<file path="src/sv/ard_pkg.sv">
`default_nettype none

package ard_pkg;

    localparam int AXIS_W    = 13;
    localparam int SQ_W      = 25;
    localparam int MAG_W     = 26;
    localparam int THR_W     = 26;
    localparam int CNT_OUT_W = 16;

    localparam int IN_DATA_W  = 40;
    localparam int OUT_DATA_W = 72;

    localparam logic [THR_W-1:0] THR_RESET = THR_W'(1300000);

    // floor(4*avg/5): reciprocal of five over the 4*avg range
    localparam int SCALE_W = MAG_W + 2;
    localparam logic [SCALE_W-1:0] DIV5_RECIP = SCALE_W'((64'd1 << SCALE_W) / 64'd5);
    localparam logic [SCALE_W-1:0] FIVE       = SCALE_W'(5);

    localparam int QUEUE_DEPTH = 4;
    localparam int QPTR_W      = 2;

    typedef logic [MAG_W-1:0] t_mag;

    typedef struct packed {
        logic valid;
        logic full;
    } t_q_stat;

    typedef struct packed {
        logic [CNT_OUT_W-1:0] count;
        logic                 start;
        logic                 in_rep;
        logic [THR_W-1:0]     thr;
        logic [MAG_W-1:0]     avg;
    } t_result;

endpackage

`default_nettype wire

</file>
<file path="src/sv/ard_front.sv">
`default_nettype none

module ard_front
    import ard_pkg::*;
(
    input  wire logic                 i_clk,
    input  wire logic                 i_rst_n,
    input  wire logic                 i_valid,
    output logic                      o_ready,
    input  wire logic [AXIS_W-1:0]    i_x,
    input  wire logic [AXIS_W-1:0]    i_y,
    input  wire logic [AXIS_W-1:0]    i_z,
    input  wire t_q_stat              i_q,
    output logic                      o_push,
    output t_mag                      o_mag
);

    logic r_fv;
    t_mag r_mag;
    t_mag n_mag;
    logic [AXIS_W-1:0] ax, ay, az;
    logic [2*AXIS_W-1:0] sx, sy, sz;

    // magnitude of a two's complement axis; -4096 maps to 4096
    function automatic logic [AXIS_W-1:0] axis_abs(input logic [AXIS_W-1:0] v);
        return v[AXIS_W-1] ? (~v + 1'b1) : v;
    endfunction

    always_comb begin
        ax = axis_abs(i_x);
        ay = axis_abs(i_y);
        az = axis_abs(i_z);
        sx = ax * ax;
        sy = ay * ay;
        sz = az * az;
        n_mag = MAG_W'(sx[SQ_W-1:0]) + MAG_W'(sy[SQ_W-1:0]) + MAG_W'(sz[SQ_W-1:0]);
    end

    assign o_push  = r_fv & ~i_q.full;
    assign o_ready = ~r_fv | ~i_q.full;
    assign o_mag   = r_mag;

    always_ff @(posedge i_clk) begin
        if (!i_rst_n) begin
            r_fv <= 1'b0;
        end else if (o_ready) begin
            r_fv <= i_valid;
        end
    end

    always_ff @(posedge i_clk) begin
        if (o_ready) begin
            r_mag <= n_mag;
        end
    end

endmodule

`default_nettype wire

</file>
<file path="config.mk">
export PLATFORM = sky130hd
export DESIGN_NAME = ard_front
export DESIGN_NICKNAME = d
export VERILOG_FILES = /design/src/sv/ard_pkg.sv /design/src/sv/ard_front.sv
export SDC_FILE = /design/constraint.sdc
export NUM_CORES = 1
export LEC_CHECK = 0
export BUFFER_PORTS_ARGS = -buffer_cell sky130_fd_sc_hd__buf_2
export CORE_UTILIZATION = 65
export CTS_BUF_LIST = sky130_fd_sc_hd__clkbuf_4
export DETAILED_ROUTE_END_ITERATION = 16
export PLACE_DENSITY_LB_ADDON = 0.05
export SYNTH_ARGS = -nofsm -noshare
export SYNTH_HDL_FRONTEND = slang
export SYNTH_SLANG_ARGS = --single-unit
</file>
<file path="constraint.sdc">
create_clock -name i_clk -period 12.35 [get_ports i_clk]
set_input_delay 1.8525 -clock i_clk [delete_from_list [all_inputs] [get_ports i_clk]]
set_output_delay 1.8525 -clock i_clk [all_outputs]
set_load 0.1 [all_outputs]
</file>
==> qor.txt <==
Outcome = completed
Count of distinct cell types in the synthesized netlist = 64
Area of the core region = 24530 µm²
Final Max Tran Viols = 0
Critical-path maximum fanout = 10
Setup Buffers After CTS = 0
Global placer's final weighted congestion = 0.9190
Initial Utilization = 66.75%
Start point of the critical path = i_z[0]
Clock insertion delay at the later pin of the skew report = 0.34 ns
Slowest cell on the critical path = o31ai_1
Final nets = 2549
Number of I/O port buffers = 70
Clock-pin slew reported for the worst setup and hold paths after clock tree synthesis = 0.15 ns
Count of final setup violators = 0
Post-Route WL = 34.43 mm
Capture point of the critical path = o_mag[25]$_DFFE_PP_
Worst rel slew slack = 26.34%
Least-Margin Pin Slew = 1.102 ns
Skew final = 0.002257 ns
CTS Buffer Depth = 2
Cell area after synthesis = 16380 µm²
Worst R2R Path Depth = 1
Number of remaining DRC errors = 0
DRC violation total after the first TritonRoute iteration = 594
Fmax = 90.39 MHz
Count of nets left with antenna violations after detail routing = 0
Final setup TNS = 0 ns
Element type at the critical path start = input port
Worst hold margin = 0.5559 ns
Fin crit period = 11.06 ns
Number of max-capacitance violations reported = 0
GRT Resource Usage Total = 28.71%
Wire per inst = 14.96 µm
Full die area = 25830 µm²
Share of layout cells above drive strength 1 = 5.719%
Ys async rst share = 0%
Reg-to-reg critical path startpoint = r_fv$_SDFFE_PN0P_
Post-synthesis instance total = 1875
Cts repair resizes = 0
Unrepaired setup endpoints after global routing = no
Critical path type = input port to flip-flop
HPWL Detailed = 31.05 mm
Average vias per placed instance = 5.392
Number of global-route vias before repair = 13200
Root buffer cell = clkbuf_4
Worst EP arrival = 11.26 ns
Clock Sink Count = 27
TritonCTS clock tree = yes
Synth area leaders = fa_1 38%, ha_1 16%, inv_1 12%
Most used DFF post-synth = edfxtp_1
Initial antenna violation count = 1
# hold bufs at CTS = 0
Classification of the worst-slack hold path = flip-flop to flip-flop
Largest stage delay on the critical path = 0.70 ns
Worst R2R End = o_mag[22]$_DFFE_PP_
Mean post-synth cell area = 8.734 µm²
Number of vias in the routed layout = 12410
Cell accounting for the most synthesized area = fa_1
Maximum number of pins on one net before global-route repair = 28
Register-to-register setup slack = 10.83 ns
Sequential area share after synthesis = 4.890%
Count of flip-flops with a built-in enable after synthesis = 26
Top-level port count = 72
Fraction of synthesized cell area taken by the top area cell type = 38.26%
Data required time of the critical path = 12.54 ns
Die Span Y = 160.7 µm
Floorplan row count = 57
Global-route wire length before repair = 60.00 mm
Total number of H-tree levels = 1
Utilization of the core after routing = 70.55%
Layout area overhead = 5.684%
Count of TritonRoute iterations in the first routing pass = 7
Critical Path End Type = flip-flop
Final-report hold violation count = 0
Number of flip-flops and latches in the synthesized netlist = 27
Number of CTS-inserted buffers = 3
Die outline width = 160.7 µm
Yosys Warn Count = 0
Library cell with the highest instance count after synthesis = inv_1
Most frequent cells after synthesis = 530 x inv_1, 313 x fa_1, 215 x ha_1, 160 x nand2_1, 135 x nor2_1
Critical Path Most Common Cell = fa_1
Remaining global-route overflow = 0
Period utilisation layout = 89.58%
==> per-layer routing <==
metal / part of all wire, % / vias to the layer above / track usage (%)
li1: - / 5898 / -
met1: 42 / 6099 / 37.10
met2: 50 / 341 / 51.24
met3: 5.2 / 68 / 3.022
met4: 3.0 / 0 / 7.847
met5: 0 / - / 0
==> cells by family after synthesis <==
logic type | Yosys count | synth area share, %
buffers and inverters | 550 | 12.63
xor gates and xnor gates | 136 | 7.411
DFF | 27 | 4.890
AOI/OAI and AO/OA | 226 | 9.298
and+or+nand+nor | 403 | 10.83
adders and majority gates | 528 | 54.69
muxes | 3 | 0.2063
other | 2 | 0.04586
==> through the flow <==
stage / setup slack, ns / area, µm² / instances
after global placement: 1.243 / 17280 / 2296
after floorplan: 2.256 / 16470 / 1901
after detailed placement: 1.057 / 17280 / 2296
final: 1.286 / 17310 / 2301
after CTS: 1.393 / 17310 / 2300
after global routing: 0.5315 / 17310 / 2301
==> worst min-delay path by stage <==
stage	start	to	slack [ns]	cells past startpoint
6_report	r_fv$_SDFFE_PN0P_	r_fv$_SDFFE_PN0P_	0.56	2
5_1_grt	r_fv$_SDFFE_PN0P_	r_fv$_SDFFE_PN0P_	0.59	2
4_1_cts	r_fv$_SDFFE_PN0P_	r_fv$_SDFFE_PN0P_	0.57	2
3_5_place_dp	r_fv$_SDFFE_PN0P_	r_fv$_SDFFE_PN0P_	0.55	2
3_3_place_gp	r_fv$_SDFFE_PN0P_	r_fv$_SDFFE_PN0P_	0.50	2
2_1_floorplan	r_fv$_SDFFE_PN0P_	r_fv$_SDFFE_PN0P_	0.49	2
==> flip-flops by register name (all words and copies together), names as in the netlist <==
register,count
o_mag,26
r_fv,1
==> cell usage in the layout (no fill, tap or decap), types with 3 or more instances in the layout <==
cell | netlist | final
inv_1 | 530 | 530
fa_1 | 313 | 313
ha_1 | 215 | 215
nand2_1 | 160 | 160
nor2_1 | 135 | 135
xnor2_1 | 74 | 74
buf_2 | 3 | 70
a21oi_1 | 64 | 64
xor2_1 | 59 | 59
a21o_1 | 43 | 43
o21ai_0 | 40 | 40
conb_1 | 2 | 28
edfxtp_1 | 26 | 26
and2_1 | 18 | 18
nand3_1 | 16 | 16
nor3_1 | 15 | 15
nand2b_1 | 14 | 14
o21a_1 | 14 | 14
buf_4 | 0 | 12
nor2b_1 | 11 | 11
o21bai_1 | 8 | 8
or3_1 | 6 | 6
or4_1 | 6 | 6
o31ai_1 | 6 | 6
and3_1 | 6 | 6
a31oi_1 | 6 | 6
inv_2 | 5 | 5
o21ai_1 | 5 | 5
a211oi_1 | 5 | 5
o211ai_1 | 5 | 5
clkinv_1 | 4 | 4
o41ai_1 | 4 | 4
a31o_2 | 4 | 4
o31a_1 | 3 | 3
nor4_1 | 3 | 3
mux2_2 | 3 | 3
nand4_1 | 3 | 3
clkbuf_4 | 0 | 3
==> worst max-delay path, delay by kind of cell <==
family	cells	cell delay (ns)
adder cells (fa/ha/maj)	8	3.64
AO/OA/AOI/OAI	9	2.40
AND/OR/NAND/NOR	7	1.88
buffers and inverters	5	0.79
XOR/XNOR	3	0.64
==> layout make-up <==
cell class              count  area, µm²
flip-flops and latches     27      800.8
inverters                 539       2023
clock buffers               3      22.52
well taps                 324      405.4
multi-input cells        1324      13610
repair buffers             82      440.4
fillers                  2031       7226
clock inverters             1      7.507
diodes                      1      2.502
Power is left out: the tool's default activity adds up to more than one toggle a clock period on the data nets, which glitch-free logic cannot reach.
