**config.mk**
```make
export PLATFORM = sky130hd
export DESIGN_NAME = ard_queue
export DESIGN_NICKNAME = d
export VERILOG_FILES = /design/src/sv/ard_pkg.sv /design/src/sv/ard_queue.sv
export SDC_FILE = /design/constraint.sdc
export NUM_CORES = 1
export LEC_CHECK = 0
export BUFFER_PORTS_ARGS = -buffer_cell sky130_fd_sc_hd__buf_4
export CAP_MARGIN = 30
export CORE_ASPECT_RATIO = 1.75
export CORE_MARGIN = 1.5
export CORE_UTILIZATION = 55
export DETAILED_ROUTE_END_ITERATION = 7
export HOLD_SLACK_MARGIN = 0.15
export PLACE_DENSITY_LB_ADDON = 0.08
export SYNTH_ARGS = -nofsm -noshare
export SYNTH_HDL_FRONTEND = slang
export SYNTH_SLANG_ARGS = --single-unit
```
**constraint.sdc**
```tcl
create_clock -name i_clk -period 2.5 [get_ports i_clk]
set_input_delay 0.375 -clock i_clk [delete_from_list [all_inputs] [get_ports i_clk]]
set_output_delay 0.375 -clock i_clk [all_outputs]
set_load 0.05 [all_outputs]
```
**src/sv/ard_pkg.sv**
```systemverilog
`default_nettype none

package ard_pkg;

    localparam int AXIS_W    = 13;
    localparam int SQ_W      = 25;
    localparam int MAG_W     = 26;
    localparam int THR_W     = 26;
    localparam int CNT_OUT_W = 16;

    localparam int IN_DATA_W  = 40;
    localparam int OUT_DATA_W = 72;

    localparam logic [THR_W-1:0] THR_RESET = THR_W'(1300000);

    // floor(4*avg/5): reciprocal of five over the 4*avg range
    localparam int SCALE_W = MAG_W + 2;
    localparam logic [SCALE_W-1:0] DIV5_RECIP = SCALE_W'((64'd1 << SCALE_W) / 64'd5);
    localparam logic [SCALE_W-1:0] FIVE       = SCALE_W'(5);

    localparam int QUEUE_DEPTH = 4;
    localparam int QPTR_W      = 2;

    typedef logic [MAG_W-1:0] t_mag;

    typedef struct packed {
        logic valid;
        logic full;
    } t_q_stat;

    typedef struct packed {
        logic [CNT_OUT_W-1:0] count;
        logic                 start;
        logic                 in_rep;
        logic [THR_W-1:0]     thr;
        logic [MAG_W-1:0]     avg;
    } t_result;

endpackage

`default_nettype wire

```
**src/sv/ard_queue.sv**
```systemverilog
`default_nettype none

module ard_queue
    import ard_pkg::*;
(
    input  wire logic  i_clk,
    input  wire logic  i_rst_n,
    input  wire logic  i_push,
    input  wire t_mag  i_data,
    input  wire logic  i_pop,
    output t_q_stat    o_stat,
    output t_mag       o_data
);

    t_mag              r_mem [QUEUE_DEPTH];
    logic [QPTR_W-1:0] r_wr;
    logic [QPTR_W-1:0] r_rd;
    logic [QPTR_W:0]   r_cnt;

    assign o_stat.valid = (r_cnt != '0);
    assign o_stat.full  = (r_cnt == (QPTR_W+1)'(QUEUE_DEPTH));
    assign o_data       = r_mem[r_rd];

    always_ff @(posedge i_clk) begin
        if (!i_rst_n) begin
            r_wr  <= '0;
            r_rd  <= '0;
            r_cnt <= '0;
        end else begin
            if (i_push) begin
                r_wr <= r_wr + 1'b1;
            end
            if (i_pop) begin
                r_rd <= r_rd + 1'b1;
            end
            case ({i_push, i_pop})
                2'b10:   r_cnt <= r_cnt + 1'b1;
                2'b01:   r_cnt <= r_cnt - 1'b1;
                default: r_cnt <= r_cnt;
            endcase
        end
    end

    always_ff @(posedge i_clk) begin
        if (i_push) begin
            r_mem[r_wr] <= i_data;
        end
    end

endmodule

`default_nettype wire

```
==> impl_metrics.tcl, run 1 <==
set metrics [dict create \
    fin_skew_ns 0.004947 \
    cts_resized 0 \
    ir_drop_v 0.0006354 \
    final_common_cell "edfxtp_1" \
    fmax_ghz 0.4334 \
    fin_nets 292 \
    finalWirelength_um 7141 \
    grt_pass1_wl_um 11590 \
    cts_sinks 113 \
    endpoint_kind "output port" \
    core_area_mm2 0.007515 \
    met2_length_um 4166 \
    drv_cap 0 \
    final_cell_mix "edfxtp_1, buf_4, mux4_2" \
    hold_depth 1 \
    hold_end "r_mem[3][0]" \
    cts_setup_buffers 0 \
    r2r_slack_ns 0.70 \
    whs_ns 0.1769 \
    cts-root-buf "clkbuf_16" \
    period_minus_slack_ns 2.307 \
    reg2reg_depth 4 \
    grt_pass1_vias 2343 \
    syn_avg_cell_area_um2 23.82 \
    clk_path_buf_depth 2 \
    synth_cells 178 \
    crit_path_max_incr_delay_ns 0.59 \
    grt_antenna_before_repair 0 \
    wire_per_inst_um 20.06 \
    rr_endpoint "r_mem[0][1]" \
    multiInputGateArea_um2 859.6 \
    io-pin-count 58 \
    start_util_pct 56.43 \
    met1_length_um 2565 \
    finalHoldViolCount 0 \
    die-area_mm2 0.008266 \
    post_route_cells_drive_above_1_share_pct 40.67 \
    timing.final.crit_share_pct 92.29 \
    cp_data_arrival_time_ns 1.93 \
    final_antenna_net_count 0 \
    grt_use_total_pct 19.36 \
    seq_area_frac_synth_pct 77.90 \
    dp_hpwl_um 4599 \
    drt_first_iter_violations 140 \
    ys.flop_type "edfxtp_1" \
    grt_start_max_net_pins 24 \
    setup_viol 0 \
    synth_edf_count 104 \
    cts_tree "built" \
    cp_cell_sequence "buf_12 -> mux4_1 -> buf_4" \
    yosys_warnings 0 \
    numCtsBuffers 17 \
    gr-total-overflow 0 \
    routed.top_layer "met4" \
    gp_congestion 0.6656 \
    final.setup.tns_ns 0 \
    finalPower_mw 4.838 \
    p_leak_nw 1.877 \
    crit_type "reg2out" \
    cts_max_level 4 \
    timing.slew.headroom_pct 56.80 \
    fillers 475 \
    port_buffers 57 \
    dieWidth_um 69.38 \
    area_delta_synth_final_pct 24.37 \
    maxSlewViolCount 0 \
    tightest_slew_ns 0.6479 \
    status "finished, final reports clean" \
    holdCritPathClass "in2reg" \
    rsz0062_at_grt "false" \
    postCtsHoldBufs 0 \
    met3WireLength_um 312 \
    syn_area_mm2 0.004240 \
    die_y_um 119.2 \
    seq_area_mm2 0.003304 \
    power_density_mw_per_mm2 917.3 \
    clock_latency_ns 0.39 \
    rows 42 \
    synthArstFlopShare_pct 0 \
    clkTransAtPathRegs_ns 0.05 \
    drt_first_pass_iters 4 \
    cp-start-kind "flip-flop" \
    vias_per_cell 5.604 \
    path_max_fanout 20 \
    synth_nets 214 \
    hold_start "i_data[0]" \
    ys_ff_latch 113 \
    vias 1995 \
    crit_slowest_cell "mux4_1" \
    rr_startpoint "r_wr[0]" \
    synth.distinct_cells 21 \
    drc 0 \
    diodes 0 \
    cp.required_ns 2.12 \
]
[flip-flops by register name (all words and copies together) (netlist names), named ones only]
name and cells:
r_cnt 3, r_mem 104, r_rd 2, r_wr 2
[final cells by class]
type / instances / share of cell area, %
Tap cell: 88 / 2.088
Inverter: 3 / 0.2135
Timing Repair Buffer: 65 / 9.490
Sequential cell: 113 / 62.66
Clock buffer: 22 / 8.422
Multi-Input combinational cell: 56 / 16.30
Clock inverter: 9 / 0.8304
[where the power goes]
part	switching (mW)	internal, mW	total [mW]
Sequential	0.0393	2.17	2.21
Combinational	0.428	0.255	0.683
Clock	0.713	1.23	1.94
Total	1.18	3.66	4.84
[cells in the mapped netlist, types with 2 or more instances]
master    number  area, µm²
inv_1          3      11.26
mux4_2        20      450.4
mux4_1         6      157.7
ha_1           5      62.56
dfxtp_1        9      180.2
buf_2          2      10.01
nor2b_1        2      12.51
mux2i_1        2      20.02
edfxtp_1     104       3123
xor2_1         2      17.52
xnor2_1        3      26.28
and2_1         9      56.30
or3_1          2      12.51
buf_12         2      40.04
[stage by stage]
stage          setup slack (ns)  cells  util [%]  area (µm²)
6_report                 0.1928    356     70.18        5274
5_1_grt                 0.09789    356     70.18        5274
4_1_cts                  0.1419    356     70.18        5274
3_5_place_dp             0.5761    325     63.69        4786
3_3_place_gp             0.5908    325     63.69        4786
2_1_floorplan            0.6274    178         -        4240
[per-layer routing]
metal | vias to the layer above | global-route usage [%]
met3 | 9 | 7.868
met4 | 0 | 7.230
met1 | 1031 | 20.32
met5 | - | 0
li1 | 895 | -
met2 | 60 | 34.31
[kinds of logic (layout without fill, tap and decap cells)]
| group | after synthesis | count (layout) | share of synthesized area (%) |
|---|---|---|---|
| AOI/OAI and AO/OA | 2 | 2 | 0.2950 |
| buffers and inverters | 9 | 99 | 1.829 |
| and+or+nand+nor | 15 | 15 | 2.183 |
| xor gates and xnor gates | 5 | 5 | 1.033 |
| adders and majority gates | 6 | 6 | 1.947 |
| muxes | 28 | 28 | 14.81 |
| DFF | 113 | 113 | 77.90 |
[critical path, delay by kind of cell (launching register included)]
kind	cells	cell delay (ns)
muxes	1	0.59
DFF	1	0.48
buffers and inverters	2	0.45
[worst max-delay path by stage]
stage	startpoint	end	slack, ns	cells past startpoint
6_report	flip-flop	o_data[15]	0.19	3
5_1_grt	flip-flop	o_data[25]	0.1	3
4_1_cts	flip-flop	o_data[15]	0.14	3
3_5_place_dp	flip-flop	o_data[15]	0.58	3
3_3_place_gp	flip-flop	o_data[15]	0.59	3
2_1_floorplan	r_cnt[0]	o_stat[0]	0.63	1
Power figures use the tool's default switching activity.
==> inputs of run 2 (changes only) <==
--- a/config.mk
+++ b/config.mk
@@ -13,6 +13,7 @@
 export DETAILED_ROUTE_END_ITERATION = 7
 export HOLD_SLACK_MARGIN = 0.15
 export PLACE_DENSITY_LB_ADDON = 0.08
+export REMOVE_ABC_BUFFERS = 1
 export SYNTH_ARGS = -nofsm -noshare
 export SYNTH_HDL_FRONTEND = slang
 export SYNTH_SLANG_ARGS = --single-unit
==> constraint.sdc (replaced) <==
create_clock -name i_clk -period 2.5 [get_ports i_clk]
set_input_delay 0.75 -clock i_clk [delete_from_list [all_inputs] [get_ports i_clk]]
set_output_delay 0.75 -clock i_clk [all_outputs]
set_load 0.05 [all_outputs]
==> run 2 against run 1 <==
Against the previous run:
- core utilization grew 0.63 points
- worst hold slack better by 0.33 ns
- power up 2.1%
- via count is 2.3% lower
- worst setup slack worse by 0.13 ns
- clock-buffer cell count fell by 2
- wire length shrank 2.8%
- global-route usage is 0.61 points lower
- die area unchanged
- flip-flop and latch count unchanged
- highest routed layer unchanged
- largest cell class unchanged
==> impl_metrics.tcl, run 2 (synthesis results as in run 1) <==
set metrics [dict create \
    area_delta_synth_final_pct 25.49 \
    r2r_slack_ns 1.03 \
    gr-total-overflow 0 \
    vias 1949 \
    drv_cap 0 \
    p_leak_nw 1.897 \
    grt_pass1_wl_um 11010 \
    diodes 0 \
    use_met1_pct 20.12 \
    hold_end "r_cnt[2]" \
    gp_congestion 0.7083 \
    vias_per_cell 5.490 \
    numCtsBuffers 17 \
    setup_viol 0 \
    fmax_ghz 0.4104 \
    ir_drop_v 0.0007853 \
    cts_max_level 4 \
    rsz0062_at_grt "true" \
    crit_type "reg2out" \
    rows 42 \
    cp.required_ns 1.75 \
    cp_cell_sequence "buf_6 -> mux4_2 -> buf_4" \
    grt_pass1_vias 2163 \
    final_common_cell "edfxtp_1" \
    period_minus_slack_ns 2.437 \
    die-area_mm2 0.008266 \
    crit_path_max_incr_delay_ns 0.53 \
    dp_hpwl_um 4334 \
    final_antenna_net_count 0 \
    fin_nets 292 \
    status "finished, final reports clean" \
    grt_use_total_pct 18.75 \
    wire_per_inst_um 19.54 \
    clock_latency_ns 0.40 \
    timing.final.crit_share_pct 97.47 \
    port_buffers 57 \
    rr_endpoint "r_cnt[2]" \
    drc 0 \
    maxSlewViolCount 0 \
    crit_slowest_cell "mux4_2" \
    hold_depth 2 \
    grt_antenna_before_repair 0 \
    hold_start "r_cnt[2]" \
    cp_data_arrival_time_ns 1.69 \
    top_regs "r_mem: 104 flops, r_cnt: 3 flops" \
    drt_first_pass_iters 4 \
    fin_skew_ns 0.003669 \
    die_y_um 119.2 \
    busiest_layer "met2" \
    drt_first_iter_violations 166 \
    io-pin-count 58 \
    postCtsHoldBufs 0 \
    cp-start-kind "flip-flop" \
    timing.slew.headroom_pct 73.10 \
    path_max_fanout 8 \
    post_route_cells_drive_above_1_share_pct 41.95 \
    largest-register "r_mem" \
    tightest_slew_ns 0.4034 \
    finalPower_mw 4.942 \
    rr_startpoint "r_cnt[0]" \
    power_density_mw_per_mm2 928.6 \
    use_met2_pct 31.49 \
    finalHoldViolCount 0 \
    cts_setup_buffers 0 \
    met3_usage_pct 7.614 \
    fin_util_pct 70.81 \
    fillers 466 \
    final_cell_mix "edfxtp_1, buf_4, mux4_2" \
    dieWidth_um 69.38 \
    largest_register_ff_count 104 \
    clkTransAtPathRegs_ns 0.05 \
    reg2reg_depth 4 \
    cts_tree "built" \
    cts_sinks 113 \
    clk_path_buf_depth 2 \
    core_area_mm2 0.007515 \
    grt_start_max_net_pins 27 \
    finalWirelength_um 6938 \
    endpoint_kind "output port" \
    start_util_pct 56.43 \
    cts-root-buf "clkbuf_16" \
    holdCritPathClass "reg2reg" \
]
[run 2: cell type report]
class,instances,area (µm²),share of cell area [%]
flip-flops and latches,113,3307,62.14
clock buffers,20,436.7,8.206
repair buffers,65,533.0,10.02
inverters,3,11.26,0.2116
clock inverters,10,71.32,1.340
multi-input cells,56,852.1,16.01
well taps,88,110.1,2.069
[run 2: worst max-delay path: cells and delay by family (launching register included)]
family                 cells  cell delay, ns
muxes                      1            0.53
DFF                        1            0.38
buffers and inverters      2            0.38
[run 2: per-stage QoR]
step / TNS (ns) / hold slack (ns) / area, µm² / instances / worst slack (ns)
floorplan: -6.098 / 0.4674 / 4174 / 172 / -0.3440
global placement: 0 / 0.4806 / 4778 / 324 / 0.3358
detailed placement: 0 / 0.5052 / 4778 / 324 / 0.3005
CTS: 0 / 0.5116 / 5283 / 354 / 0.008241
global route: 0 / 0.5356 / 5321 / 355 / 0.007330
finish: 0 / 0.5086 / 5321 / 355 / 0.06321
[run 2: power breakdown]
part | internal, mW | leakage (nW) | total, mW | switching (mW)
sequential | 2.17 | 1.03 | 2.21 | 0.0350
clock | 1.32 | 0.255 | 2.03 | 0.709
combinational | 0.270 | 0.611 | 0.703 | 0.433
total | 3.76 | 1.90 | 4.94 | 1.18
[run 2: how the worst max path moves through the flow]
stage,end,cells past startpoint,start
floorplan,o_data[15],1,flip-flop
global placement,r_cnt[2],7,i_push
detailed placement,r_cnt[2],7,i_push
CTS,o_data[17],3,flip-flop
global route,o_data[2],3,flip-flop
finish,o_data[2],3,flip-flop
[run 2: layer usage]
metal | wire length (µm) | share of wire, %
met5 | 0 | 0
met4 | 230 | 3.3
met3 | 321 | 4.6
met2 | 3841 | 55
met1 | 2544 | 37
[run 2: what timing repair did]
item | in CTS | in global routing
gates cloned | 0 | 1
endpoints found under the setup margin | 1 | 7
resized for setup | 1 | 6
